[config.mk]
export PLATFORM = sky130hd
export DESIGN_NAME = contiguous_slot_allocator_core_flat
export DESIGN_NICKNAME = d
export VERILOG_FILES = /design/src/rtl/csa_pkg.sv /design/src/rtl/csa_if.sv /design/src/rtl/contiguous_slot_allocator_core.sv /design/src/rtl/csa_slot_mem.sv /design/src/rtl/csa_ctrl.sv /design/src/flat_wrapper.sv
export SDC_FILE = /design/constraint.sdc
export NUM_CORES = 2
export LEC_CHECK = 0
export BUFFER_PORTS_ARGS = -buffer_cell sky130_fd_sc_hd__buf_2
export CAP_MARGIN = 40
export CORE_AREA = 2 2 410 412
export CTS_BUF_LIST = sky130_fd_sc_hd__clkbuf_8
export DETAILED_ROUTE_END_ITERATION = 7
export DIE_AREA = 0 0 412 414
export PLACE_DENSITY = 0.68
export SLEW_MARGIN = 20
export SYNTH_ARGS = -nofsm -noshare
export SYNTH_HDL_FRONTEND = slang
export SYNTH_SLANG_ARGS = --single-unit
[constraint.sdc]
create_clock -name clk -period 6.75 [get_ports clk]
set_input_delay 0.675 -clock clk [delete_from_list [all_inputs] [get_ports clk]]
set_output_delay 0.675 -clock clk [all_outputs]
set_load 0.03 [all_outputs]
[src/rtl/csa_pkg.sv]
// shared types, constants and codes of the contiguous slot allocator
// no dependencies
package csa_pkg;

    localparam int SLOTS     = 256;
    localparam int OWNER_IDS = 255;

    localparam int IDX_W     = $clog2(SLOTS);
    localparam int CNT_W     = $clog2(SLOTS + 1);
    localparam int STEP_W    = $clog2(SLOTS + 2);

    localparam int OWNER_W   = 8;
    localparam int SIZE_W    = 9;
    localparam int POL_W     = 2;
    localparam int CFG_IDX_W = 2;
    localparam int CFG_W     = 9;
    localparam int STATUS_W  = 2;
    localparam int START_W   = 8;

    localparam logic [CFG_W-1:0] SLOTS_IN_USE_RESET = CFG_W'(256);

    localparam logic [CFG_IDX_W-1:0] REG_POLICY = CFG_IDX_W'(0);
    localparam logic [CFG_IDX_W-1:0] REG_SLOTS  = CFG_IDX_W'(1);

    localparam logic [POL_W-1:0] POL_FIRST = 2'd0;
    localparam logic [POL_W-1:0] POL_BEST  = 2'd1;
    localparam logic [POL_W-1:0] POL_WORST = 2'd2;
    localparam logic [POL_W-1:0] POL_NEXT  = 2'd3;

    localparam logic CMD_ALLOC   = 1'b0;
    localparam logic CMD_RELEASE = 1'b1;

    localparam logic [STATUS_W-1:0] ST_ALLOC    = 2'd0;
    localparam logic [STATUS_W-1:0] ST_NOSPACE  = 2'd1;
    localparam logic [STATUS_W-1:0] ST_RELEASED = 2'd2;
    localparam logic [STATUS_W-1:0] ST_NOTFOUND = 2'd3;

    typedef struct packed {
        logic               cmd;
        logic [SIZE_W-1:0]  size;
        logic [OWNER_W-1:0] owner;
    } req_t;

    typedef struct packed {
        logic [POL_W-1:0] policy;
        logic [CNT_W-1:0] n;
    } cfg_t;

    typedef struct packed {
        logic [STATUS_W-1:0] status;
        logic [IDX_W-1:0]    start;
    } res_t;

    typedef struct packed {
        logic               we;
        logic [IDX_W-1:0]   addr;
        logic [OWNER_W-1:0] data;
    } mem_wr_t;

endpackage

[src/rtl/csa_if.sv]
// request and result channel interfaces of the slot allocator
// depends on csa_pkg
interface csa_req_if;
    import csa_pkg::*;

    logic               valid;
    logic               ready;
    logic               cmd;
    logic [SIZE_W-1:0]  request_size;
    logic [OWNER_W-1:0] owner_id;

    modport source (output valid, output cmd, output request_size, output owner_id,
                    input ready);
    modport sink   (input valid, input cmd, input request_size, input owner_id,
                    output ready);
endinterface

interface csa_rsp_if;
    import csa_pkg::*;

    logic                valid;
    logic                ready;
    logic [STATUS_W-1:0] status;
    logic [START_W-1:0]  start_slot;

    modport source (output valid, output status, output start_slot, input ready);
    modport sink   (input valid, input status, input start_slot, output ready);
endinterface

[src/rtl/contiguous_slot_allocator_core.sv]
// top level of the contiguous slot allocator: config registers, result register
// depends on csa_pkg, csa_if, csa_slot_mem and csa_ctrl
//
// Owner map allocator over SLOTS slots with first, best, worst and next fit placement.
// After reset the map is cleared one slot a cycle, and the request channel stays
// not ready until the clear pass ends; configuration writes are taken meanwhile. Requests
// are handled one at a time. A release reads every managed slot once through the map's
// single read port; the managed slots are the first n, where n is the clamped slots_in_use.
// An allocate scans the map the same way, stopping early on a first fit, an exact best fit
// or a next fit hit, then writes the granted run one slot a cycle through the single write
// port. A rejected request skips the map and goes straight to its result. The result sits
// in an output register, so the next request is taken while it waits.
module contiguous_slot_allocator_core (
    input  logic                            clk,
    input  logic                            rst_n,
    csa_req_if.sink                         req,
    csa_rsp_if.source                       rsp,
    input  logic                            cfg_we,
    input  logic [csa_pkg::CFG_IDX_W-1:0]   cfg_index,
    input  logic [csa_pkg::CFG_W-1:0]       cfg_wdata
);
    import csa_pkg::*;

    logic [POL_W-1:0]    policy_reg, policy_next;
    logic [CFG_W-1:0]    slots_reg, slots_next;
    logic                out_valid_reg, out_valid_next;
    logic [STATUS_W-1:0] out_status_reg, out_status_next;
    logic [START_W-1:0]  out_start_reg, out_start_next;

    req_t                req_bus;
    cfg_t                cfg_bus;
    res_t                res_bus;
    mem_wr_t             mem_wr;
    logic [IDX_W-1:0]    mem_raddr;
    logic [OWNER_W-1:0]  mem_rdata;
    logic                idle;
    logic                res_valid;
    logic                req_take;
    logic                res_take;

    assign req_take = req.valid && idle;
    assign res_take = res_valid && (!out_valid_reg || rsp.ready);
    assign req.ready = idle;

    assign req_bus = '{cmd: req.cmd, size: req.request_size, owner: req.owner_id};
    assign cfg_bus = '{policy: policy_reg,
                       n: (32'(slots_reg) > SLOTS) ? CNT_W'(SLOTS) : CNT_W'(slots_reg)};

    always_comb
    begin
        policy_next = policy_reg;
        slots_next  = slots_reg;
        if (cfg_we)
        begin
            unique case (cfg_index)
                REG_POLICY: policy_next = cfg_wdata[POL_W-1:0];
                REG_SLOTS:  slots_next  = cfg_wdata;
                default:    ;
            endcase
        end
    end

    always_comb
    begin
        out_valid_next  = out_valid_reg;
        out_status_next = out_status_reg;
        out_start_next  = out_start_reg;
        if (res_take)
        begin
            out_valid_next  = 1'b1;
            out_status_next = res_bus.status;
            out_start_next  = (res_bus.status == ST_ALLOC) ? START_W'(res_bus.start) : '0;
        end
        else if (rsp.ready)
        begin
            out_valid_next = 1'b0;
        end
    end

    always_ff @(posedge clk or negedge rst_n)
    begin
        if (!rst_n)
        begin
            policy_reg    <= POL_FIRST;
            slots_reg     <= SLOTS_IN_USE_RESET;
            out_valid_reg <= 1'b0;
        end
        else
        begin
            policy_reg    <= policy_next;
            slots_reg     <= slots_next;
            out_valid_reg <= out_valid_next;
        end
    end

    always_ff @(posedge clk)
    begin
        out_status_reg <= out_status_next;
        out_start_reg  <= out_start_next;
    end

    assign rsp.valid      = out_valid_reg;
    assign rsp.status     = out_status_reg;
    assign rsp.start_slot = out_start_reg;

    csa_slot_mem u_mem (
        .clk   (clk),
        .wr    (mem_wr),
        .raddr (mem_raddr),
        .rdata (mem_rdata)
    );

    csa_ctrl u_ctrl (
        .clk       (clk),
        .rst_n     (rst_n),
        .req_take  (req_take),
        .req       (req_bus),
        .cfg       (cfg_bus),
        .idle      (idle),
        .res_valid (res_valid),
        .res       (res_bus),
        .res_take  (res_take),
        .mem_wr    (mem_wr),
        .mem_raddr (mem_raddr),
        .mem_rdata (mem_rdata)
    );

endmodule

[src/rtl/csa_slot_mem.sv]
// owner map storage: one write port, one read port with registered read data
// depends on csa_pkg
module csa_slot_mem (
    input  logic                             clk,
    input  csa_pkg::mem_wr_t                 wr,
    input  logic [csa_pkg::IDX_W-1:0]        raddr,
    output logic [csa_pkg::OWNER_W-1:0]      rdata
);
    import csa_pkg::*;

    logic [OWNER_W-1:0] mem [SLOTS];
    logic [OWNER_W-1:0] rdata_reg;

    always_ff @(posedge clk)
    begin
        if (wr.we)
        begin
            mem[wr.addr] <= wr.data;
        end
        rdata_reg <= mem[raddr];
    end

    assign rdata = rdata_reg;

endmodule

[src/rtl/csa_ctrl.sv]
// sequencer: clear pass, hole scan, run fill and owner release over the map
// depends on csa_pkg and drives csa_slot_mem
module csa_ctrl (
    input  logic                        clk,
    input  logic                        rst_n,
    input  logic                        req_take,
    input  csa_pkg::req_t               req,
    input  csa_pkg::cfg_t               cfg,
    output logic                        idle,
    output logic                        res_valid,
    output csa_pkg::res_t               res,
    input  logic                        res_take,
    output csa_pkg::mem_wr_t            mem_wr,
    output logic [csa_pkg::IDX_W-1:0]   mem_raddr,
    input  logic [csa_pkg::OWNER_W-1:0] mem_rdata
);
    import csa_pkg::*;

    typedef enum logic [5:0] {
        S_CLEAR = 6'b000001,
        S_IDLE  = 6'b000010,
        S_SCAN  = 6'b000100,
        S_REL   = 6'b001000,
        S_FILL  = 6'b010000,
        S_DONE  = 6'b100000
    } state_t;

    state_t              state_reg, state_next;
    logic [IDX_W-1:0]    clr_cnt_reg, clr_cnt_next;
    logic                cmd_reg, cmd_next;
    logic [SIZE_W-1:0]   size_reg, size_next;
    logic [OWNER_W-1:0]  owner_reg, owner_next;
    logic [POL_W-1:0]    pol_reg, pol_next;
    logic [CNT_W-1:0]    n_reg, n_next;
    logic [IDX_W-1:0]    nfp_reg, nfp_next;
    logic [STEP_W-1:0]   iss_cnt_reg, iss_cnt_next;
    logic [IDX_W-1:0]    iss_pos_reg, iss_pos_next;
    logic                prc_vld_reg, prc_vld_next;
    logic [STEP_W-1:0]   prc_step_reg, prc_step_next;
    logic [IDX_W-1:0]    prc_pos_reg, prc_pos_next;
    logic [CNT_W-1:0]    run_len_reg, run_len_next;
    logic [IDX_W-1:0]    run_start_reg, run_start_next;
    logic                have_reg, have_next;
    logic [IDX_W-1:0]    pick_reg, pick_next;
    logic [CNT_W-1:0]    pick_len_reg, pick_len_next;
    logic                found_reg, found_next;
    logic [CNT_W-1:0]    fill_cnt_reg, fill_cnt_next;
    logic [IDX_W-1:0]    fill_pos_reg, fill_pos_next;
    logic [STATUS_W-1:0] res_status_reg, res_status_next;
    logic [IDX_W-1:0]    res_start_reg, res_start_next;

    logic                nf;
    logic                issue;
    logic [STEP_W-1:0]   steps_total;
    logic                last;
    logic                slot_free;
    logic [IDX_W-1:0]    cur_idx;
    logic [CNT_W-1:0]    run_len_inc;
    logic                hit;
    logic [IDX_W-1:0]    hit_start;
    logic                owner_ok;
    logic [IDX_W-1:0]    p_eff;
    logic [CNT_W:0]      nf_sum;

    function automatic logic [IDX_W-1:0] wrap_inc(input logic [IDX_W-1:0] pos,
                                                  input logic [CNT_W-1:0] lim);
        logic [CNT_W:0] inc;
        inc = (CNT_W+1)'(pos) + (CNT_W+1)'(1);
        return (inc >= (CNT_W+1)'(lim)) ? '0 : IDX_W'(inc);
    endfunction

    always_comb
    begin
        state_next      = state_reg;
        clr_cnt_next    = clr_cnt_reg;
        cmd_next        = cmd_reg;
        size_next       = size_reg;
        owner_next      = owner_reg;
        pol_next        = pol_reg;
        n_next          = n_reg;
        nfp_next        = nfp_reg;
        iss_cnt_next    = iss_cnt_reg;
        iss_pos_next    = iss_pos_reg;
        run_len_next    = run_len_reg;
        run_start_next  = run_start_reg;
        have_next       = have_reg;
        pick_next       = pick_reg;
        pick_len_next   = pick_len_reg;
        found_next      = found_reg;
        fill_cnt_next   = fill_cnt_reg;
        fill_pos_next   = fill_pos_reg;
        res_status_next = res_status_reg;
        res_start_next  = res_start_reg;
        mem_wr          = '0;
        hit             = 1'b0;
        hit_start       = run_start_reg;

        nf          = (pol_reg == POL_NEXT);
        steps_total = (nf || cmd_reg == CMD_RELEASE) ? STEP_W'(n_reg)
                                                     : STEP_W'(n_reg) + STEP_W'(1);
        issue       = (state_reg == S_SCAN || state_reg == S_REL)
                      && (iss_cnt_reg < steps_total);
        last        = (prc_step_reg == steps_total - STEP_W'(1));
        cur_idx     = nf ? prc_pos_reg : IDX_W'(prc_step_reg);
        slot_free   = ((CNT_W+1)'(prc_step_reg) < (CNT_W+1)'(n_reg)) && (mem_rdata == '0);
        run_len_inc = run_len_reg + CNT_W'(1);
        owner_ok    = (req.owner != '0) && (32'(req.owner) <= 32'(OWNER_IDS));
        p_eff       = ((CNT_W+1)'(nfp_reg) >= (CNT_W+1)'(cfg.n)) ? '0 : nfp_reg;
        nf_sum      = (CNT_W+1)'(res_start_reg) + (CNT_W+1)'(size_reg);
        if (nf_sum >= (CNT_W+1)'(n_reg))
        begin
            nf_sum = nf_sum - (CNT_W+1)'(n_reg);
        end

        if (issue)
        begin
            iss_cnt_next = iss_cnt_reg + STEP_W'(1);
            iss_pos_next = wrap_inc(iss_pos_reg, n_reg);
        end
        prc_vld_next  = issue;
        prc_step_next = iss_cnt_reg;
        prc_pos_next  = iss_pos_reg;

        unique case (state_reg)
            S_CLEAR:
            begin
                mem_wr       = '{we: 1'b1, addr: clr_cnt_reg, data: '0};
                clr_cnt_next = clr_cnt_reg + IDX_W'(1);
                if (32'(clr_cnt_reg) == SLOTS - 1)
                begin
                    state_next = S_IDLE;
                end
            end
            S_IDLE:
            begin
                if (req_take)
                begin
                    cmd_next       = req.cmd;
                    size_next      = req.size;
                    owner_next     = req.owner;
                    pol_next       = cfg.policy;
                    n_next         = cfg.n;
                    iss_cnt_next   = '0;
                    iss_pos_next   = (cfg.policy == POL_NEXT && req.cmd == CMD_ALLOC)
                                     ? p_eff : '0;
                    run_len_next   = '0;
                    have_next      = 1'b0;
                    found_next     = 1'b0;
                    res_start_next = '0;
                    if (req.cmd == CMD_RELEASE)
                    begin
                        if (!owner_ok || cfg.n == '0)
                        begin
                            res_status_next = ST_NOTFOUND;
                            state_next      = S_DONE;
                        end
                        else
                        begin
                            state_next = S_REL;
                        end
                    end
                    else if (!owner_ok || req.size == '0
                             || 32'(req.size) > 32'(cfg.n))
                    begin
                        res_status_next = ST_NOSPACE;
                        state_next      = S_DONE;
                    end
                    else
                    begin
                        state_next = S_SCAN;
                    end
                end
            end
            S_SCAN:
            begin
                if (prc_vld_reg)
                begin
                    if (slot_free)
                    begin
                        if (run_len_reg == '0)
                        begin
                            run_start_next = cur_idx;
                        end
                        run_len_next = run_len_inc;
                        if (nf && 32'(run_len_inc) >= 32'(size_reg))
                        begin
                            hit       = 1'b1;
                            hit_start = (run_len_reg == '0) ? cur_idx : run_start_reg;
                        end
                    end
                    else
                    begin
                        run_len_next = '0;
                        if (!nf && 32'(run_len_reg) >= 32'(size_reg))
                        begin
                            priority if (pol_reg == POL_FIRST)
                            begin
                                hit = 1'b1;
                            end
                            else if (pol_reg == POL_BEST)
                            begin
                                if (32'(run_len_reg) == 32'(size_reg))
                                begin
                                    hit = 1'b1;
                                end
                                else if (!have_reg || run_len_reg < pick_len_reg)
                                begin
                                    have_next     = 1'b1;
                                    pick_next     = run_start_reg;
                                    pick_len_next = run_len_reg;
                                end
                            end
                            else
                            begin
                                if (!have_reg || run_len_reg > pick_len_reg)
                                begin
                                    have_next     = 1'b1;
                                    pick_next     = run_start_reg;
                                    pick_len_next = run_len_reg;
                                end
                            end
                        end
                    end
                    if (hit)
                    begin
                        fill_pos_next  = hit_start;
                        res_start_next = hit_start;
                        fill_cnt_next  = '0;
                        state_next     = S_FILL;
                    end
                    else if (last)
                    begin
                        if (have_next)
                        begin
                            fill_pos_next  = pick_next;
                            res_start_next = pick_next;
                            fill_cnt_next  = '0;
                            state_next     = S_FILL;
                        end
                        else
                        begin
                            res_status_next = ST_NOSPACE;
                            res_start_next  = '0;
                            state_next      = S_DONE;
                        end
                    end
                end
            end
            S_REL:
            begin
                if (prc_vld_reg)
                begin
                    if (mem_rdata == owner_reg)
                    begin
                        mem_wr     = '{we: 1'b1, addr: prc_pos_reg, data: '0};
                        found_next = 1'b1;
                    end
                    if (last)
                    begin
                        res_status_next = found_next ? ST_RELEASED : ST_NOTFOUND;
                        res_start_next  = '0;
                        state_next      = S_DONE;
                    end
                end
            end
            S_FILL:
            begin
                mem_wr        = '{we: 1'b1, addr: fill_pos_reg, data: owner_reg};
                fill_cnt_next = fill_cnt_reg + CNT_W'(1);
                fill_pos_next = wrap_inc(fill_pos_reg, n_reg);
                if (32'(fill_cnt_reg) + 1 == 32'(size_reg))
                begin
                    if (nf)
                    begin
                        nfp_next = IDX_W'(nf_sum);
                    end
                    res_status_next = ST_ALLOC;
                    state_next      = S_DONE;
                end
            end
            S_DONE:
            begin
                if (res_take)
                begin
                    state_next = S_IDLE;
                end
            end
            default:
            begin
                state_next = S_IDLE;
            end
        endcase
    end

    always_ff @(posedge clk or negedge rst_n)
    begin
        if (!rst_n)
        begin
            state_reg   <= S_CLEAR;
            clr_cnt_reg <= '0;
            nfp_reg     <= '0;
            prc_vld_reg <= 1'b0;
        end
        else
        begin
            state_reg   <= state_next;
            clr_cnt_reg <= clr_cnt_next;
            nfp_reg     <= nfp_next;
            prc_vld_reg <= prc_vld_next;
        end
    end

    always_ff @(posedge clk)
    begin
        cmd_reg        <= cmd_next;
        size_reg       <= size_next;
        owner_reg      <= owner_next;
        pol_reg        <= pol_next;
        n_reg          <= n_next;
        iss_cnt_reg    <= iss_cnt_next;
        iss_pos_reg    <= iss_pos_next;
        prc_step_reg   <= prc_step_next;
        prc_pos_reg    <= prc_pos_next;
        run_len_reg    <= run_len_next;
        run_start_reg  <= run_start_next;
        have_reg       <= have_next;
        pick_reg       <= pick_next;
        pick_len_reg   <= pick_len_next;
        found_reg      <= found_next;
        fill_cnt_reg   <= fill_cnt_next;
        fill_pos_reg   <= fill_pos_next;
        res_status_reg <= res_status_next;
        res_start_reg  <= res_start_next;
    end

    assign idle      = (state_reg == S_IDLE);
    assign res_valid = (state_reg == S_DONE);
    assign res       = '{status: res_status_reg, start: res_start_reg};
    assign mem_raddr = iss_pos_reg;

endmodule

[src/flat_wrapper.sv]
// flat-port wrapper written by rule: the top's interface ports become plain ports
module contiguous_slot_allocator_core_flat import csa_pkg::*;
  (clk, rst_n, cfg_we, cfg_index, cfg_wdata, req_valid, req_cmd, req_request_size, req_owner_id, req_ready, rsp_valid, rsp_status, rsp_start_slot, rsp_ready);
  csa_req_if req_i ();
  csa_rsp_if rsp_i ();
  input  logic clk;
  input  logic rst_n;
  input  logic cfg_we;
  input  logic [csa_pkg::CFG_IDX_W-1:0] cfg_index;
  input  logic [csa_pkg::CFG_W-1:0] cfg_wdata;
  input wire logic [$bits(req_i.valid)-1:0] req_valid;
  input wire logic [$bits(req_i.cmd)-1:0] req_cmd;
  input wire logic [$bits(req_i.request_size)-1:0] req_request_size;
  input wire logic [$bits(req_i.owner_id)-1:0] req_owner_id;
  output wire logic [$bits(req_i.ready)-1:0] req_ready;
  output wire logic [$bits(rsp_i.valid)-1:0] rsp_valid;
  output wire logic [$bits(rsp_i.status)-1:0] rsp_status;
  output wire logic [$bits(rsp_i.start_slot)-1:0] rsp_start_slot;
  input wire logic [$bits(rsp_i.ready)-1:0] rsp_ready;
  assign req_i.valid = req_valid;
  assign req_i.cmd = req_cmd;
  assign req_i.request_size = req_request_size;
  assign req_i.owner_id = req_owner_id;
  assign req_ready = req_i.ready;
  assign rsp_valid = rsp_i.valid;
  assign rsp_status = rsp_i.status;
  assign rsp_start_slot = rsp_i.start_slot;
  assign rsp_i.ready = rsp_ready;
  contiguous_slot_allocator_core u_core (.clk(clk), .rst_n(rst_n), .req(req_i), .rsp(rsp_i), .cfg_we(cfg_we), .cfg_index(cfg_index), .cfg_wdata(cfg_wdata));
endmodule
==> results.sh <==
export IMPL_num_vias=50290
export IMPL_ys_ff_latch=2227
export IMPL_cp_required_ns=7.39
export IMPL_path_cells="or4_4, nor3b_4, a222oi_1, and2b_1, nand2_2, buf_4, nor2_1"
export IMPL_regMostFlops="u_core.u_mem.mem"
export IMPL_crit_type="flop to flop"
export IMPL_pwr_share_seq=0.504
export IMPL_route_detailed_drc=2
export IMPL_period_share=0.6685
export IMPL_gp_congestion=0.8782
export IMPL_peakVddDrop_uv=343.0
export IMPL_cp_top_family="simple AND/OR/NAND/NOR gates"
export IMPL_overflow=0
export IMPL_crit_slowest_cell="nor2_1"
export IMPL_postPlaceCellArea_um2=93720
export IMPL_cts_htree_levels=5
export IMPL_core_um2=166300
export IMPL_cts_tree="built"
export IMPL_synthArstFlopShare=0.01572
export IMPL_die_w_um=412
export IMPL_place_inst=7213
export IMPL_largest_reg_flops=2048
export IMPL_switching_share=0.2665
export IMPL_netlist_top_cell_by_area="edfxtp_1"
export IMPL_drv_cap=0
export IMPL_fin_crit_ns=4.512
export IMPL_critPathLaunchType="flop"
export IMPL_drive_gt1_frac=0.1679
export IMPL_skew_ns=0.07858
export IMPL_cts_sinks=2227
export IMPL_area_growth_pct=10.42
export IMPL_yosysTopAreaCellShare=0.7091
export IMPL_synthCells=5156
export IMPL_dpl_hpwl_mm=135.4
export IMPL_post_cts_repair_setup_buffers=0
export IMPL_leakagePower_nw=28.26
export IMPL_die_h_um=414
export IMPL_hold_class="primary input to async pin"
export IMPL_combinationalPowerShare=0.154
export IMPL_io_pins=46
export IMPL_fill_cells=12060
export IMPL_slew_headroom=0.1100
export IMPL_cts_made_buffers=360
export IMPL_path_clk_slew_ns=0.06
export IMPL_syn_nets=5296
export IMPL_cts_max_path_buffers=4
export IMPL_first_pass_iters=8
export IMPL_powerDensity_nw_per_um2=305.8
export IMPL_hold_violations=0
export IMPL_clock_fmax_mhz=221.6
export IMPL_grt_start_max_net_pins=215
export IMPL_utilization=0.6046
export IMPL_synth_area_leaders="edfxtp_1 (71%), mux4_2 (6.8%), mux2i_1 (5.4%)"
export IMPL_ctsRootBufferMaster="clkbuf_8"
export IMPL_grt_pass1_vias=49340
export IMPL_run_status="complete, but fails checks"
export IMPL_synth_cell_types=103
export IMPL_initialDrtViolationCount=6294
export IMPL_setup_viol=0
export IMPL_cp_num_buf_inv=1
export IMPL_ant_nets=0
export IMPL_endpoint_kind="flop"
export IMPL_worstPathMaxFanout=17
export IMPL_post_layout_nonfiller_instances=7870
export IMPL_postSynthAreaPerCell_um2=17.66
export IMPL_ys_seq_area_frac=0.7279
export IMPL_slew_viol_final=0
export IMPL_dieArea_um2=170600
export IMPL_intPower_mw=22.55
export IMPL_netlist_area_um2=91050
export IMPL_grt_pass1_wl_mm=334.4
export IMPL_layout_nets=5558
export IMPL_synth_flop_cell="edfxtp_1"
export IMPL_ys_warn_count=0
export IMPL_worst_pin_slew_ns=1.335
export IMPL_start_util=0.5476
export IMPL_core_rowCount=150
export IMPL_violations="design-rule violations"
export IMPL_gr_usage_all_layers=0.2673
export IMPL_p_sw_mw=8.193
export IMPL_clkPwrFrac=0.342
export IMPL_viasPerCell=6.389
export IMPL_rsz0062_at_grt="false"
export IMPL_antenna_found_initial=6
export IMPL_tns_ns=0
export IMPL_port_buffers=45
export IMPL_finalWirelength_mm=228.5
export IMPL_crit_arrival_ns=5.15
export IMPL_final_cell_area_um2=100500
export IMPL_max_stage_delay_ns=0.70
export IMPL_clk_insertion_delay_late_ns=1.05
export IMPL_wl_per_cell_um=29.03
export IMPL_synth_edf_count=2150
-- through the flow --
| stage | power, mW | hold slack, ns | setup WS [ns] |
|---|---|---|---|
| floorplan | 19.21 | 0.3258 | 0.9769 |
| CTS | 30.90 | 0.09888 | 2.334 |
| global placement | 20.38 | 0.3776 | 1.805 |
| detailed placement | 20.47 | 0.3902 | 2.354 |
| global route | 31.86 | 0.1646 | 2.075 |
| finish | 30.74 | 0.2018 | 2.238 |
-- routing by layer --
| metal | up-vias | GRT usage | part of all wire |
|---|---|---|---|
| li1 | 21590 | - | - |
| met1 | 25680 | 0.3871 | 0.41 |
| met2 | 2613 | 0.4057 | 0.47 |
| met3 | 402 | 0.05941 | 0.094 |
| met4 | 2 | 0.08883 | 0.031 |
| met5 | - | 0 | 0.000053 |
-- synth_stat cells, drive strengths merged (8+ instances only) --
| cell type | number |
|---|---|
| o211ai | 13 |
| and3 | 18 |
| a21oi | 189 |
| nor2b | 21 |
| and4 | 8 |
| ha | 104 |
| mux2i | 492 |
| nor3 | 112 |
| buf | 192 |
| mux2 | 21 |
| nand2b | 15 |
| or3 | 24 |
| dfxtp | 42 |
| a22o | 8 |
| xnor2 | 61 |
| o21ai | 53 |
| nor4 | 30 |
| a211oi | 11 |
| xor2 | 21 |
| o221ai | 255 |
| o22ai | 128 |
| mux4 | 274 |
| nor2 | 339 |
| edfxtp | 2150 |
| and2 | 26 |
| nand3 | 48 |
| nand4 | 27 |
| a21o | 20 |
| a222oi | 8 |
| dfrtp | 33 |
| clkbuf | 97 |
| nand2 | 129 |
| inv | 69 |
-- power groups by stage --
stage / clock network [mW] / registers, mW / logic [mW]
after floorplan: 0 / 15.7 / 3.55
after global placement: 0 / 15.8 / 4.57
after detailed placement: 0 / 15.8 / 4.68
after CTS: 10.7 / 15.5 / 4.71
after global routing: 11.3 / 15.5 / 5.06
final: 10.5 / 15.5 / 4.73
-- area by class of cell --
type | instances | area (um2) | area share
antenna | 1 | 2.502 | 0.00002489
clock buffer | 369 | 5079 | 0.05051
clock inverter | 240 | 1215 | 0.01208
inverter | 71 | 274.0 | 0.002725
multi-input combinational | 2569 | 23030 | 0.2290
sequential | 2227 | 66290 | 0.6594
tap | 2204 | 2758 | 0.02743
timing repair buffer | 189 | 1896 | 0.01885
-- final timing paths --
| kind | from | endpoint | slack, ns | cells after the start |
|---|---|---|---|---|
| setup reg to reg | u_core.u_ctrl.state_reg[3] | u_core.u_mem.mem[33][5] | 2.24 | 7 |
| max in group asynchronous | rst_n | u_core.u_ctrl.state_reg[0] | 5.98 | 3 |
| hold / removal | rst_n | u_core.slots_reg[5] | 0.20 | 2 |
| setup / recovery | u_core.u_ctrl.state_reg[3] | u_core.u_mem.mem[33][5] | 2.24 | 7 |
| hold reg to reg | u_core.u_ctrl.iss_cnt_reg[8] | u_core.u_ctrl.prc_step_reg[8] | 0.40 | 0 |
| min in group clk | cfg_we | u_core.policy_reg[0] | 0.20 | 3 |
-- cell families (layout without fill, tap and decap cells) --
family | Yosys count | after routing | share of synthesized area
AOI/OAI and AO/OA | 765 | 765 | 0.05989
xor gates and xnor gates | 86 | 86 | 0.008877
adders and majority gates | 106 | 106 | 0.01473
buffers and inverters | 360 | 869 | 0.02042
DFF | 2227 | 2227 | 0.7279
muxes | 787 | 787 | 0.1245
other | 0 | 1 | 0
and+or+nand+nor | 825 | 825 | 0.04360
-- cell usage in the layout, fill, tap and decap left out, types with 17 or more instances in the layout --
master         count
a21o_1            20
a21oi_1          186
and2_1            17
and3_1            17
buf_12            23
buf_2             48
buf_4             69
clkbuf_8         369
clkinv_1          99
clkinv_2          38
dfrtp_1           33
dfxtp_1           38
dlygate4sd3_1     33
edfxtp_1        2150
ha_1             104
inv_1            155
mux2_2            19
mux2i_1          492
mux4_2           274
nand2_1          111
nand2_2           17
nand3_1           47
nand4_1           26
nor2_1           335
nor2b_1           20
nor3_1           109
nor4_1            22
o21ai_0           48
o221ai_1         255
o22ai_1          128
or3_1             24
xnor2_1           61
xor2_1            21
-- timing repair --
item,in CTS,in global routing
hold endpoints to repair,65,0
hold buffers,33,0
resized for setup,0,0
Power figures use the tool's default switching activity.
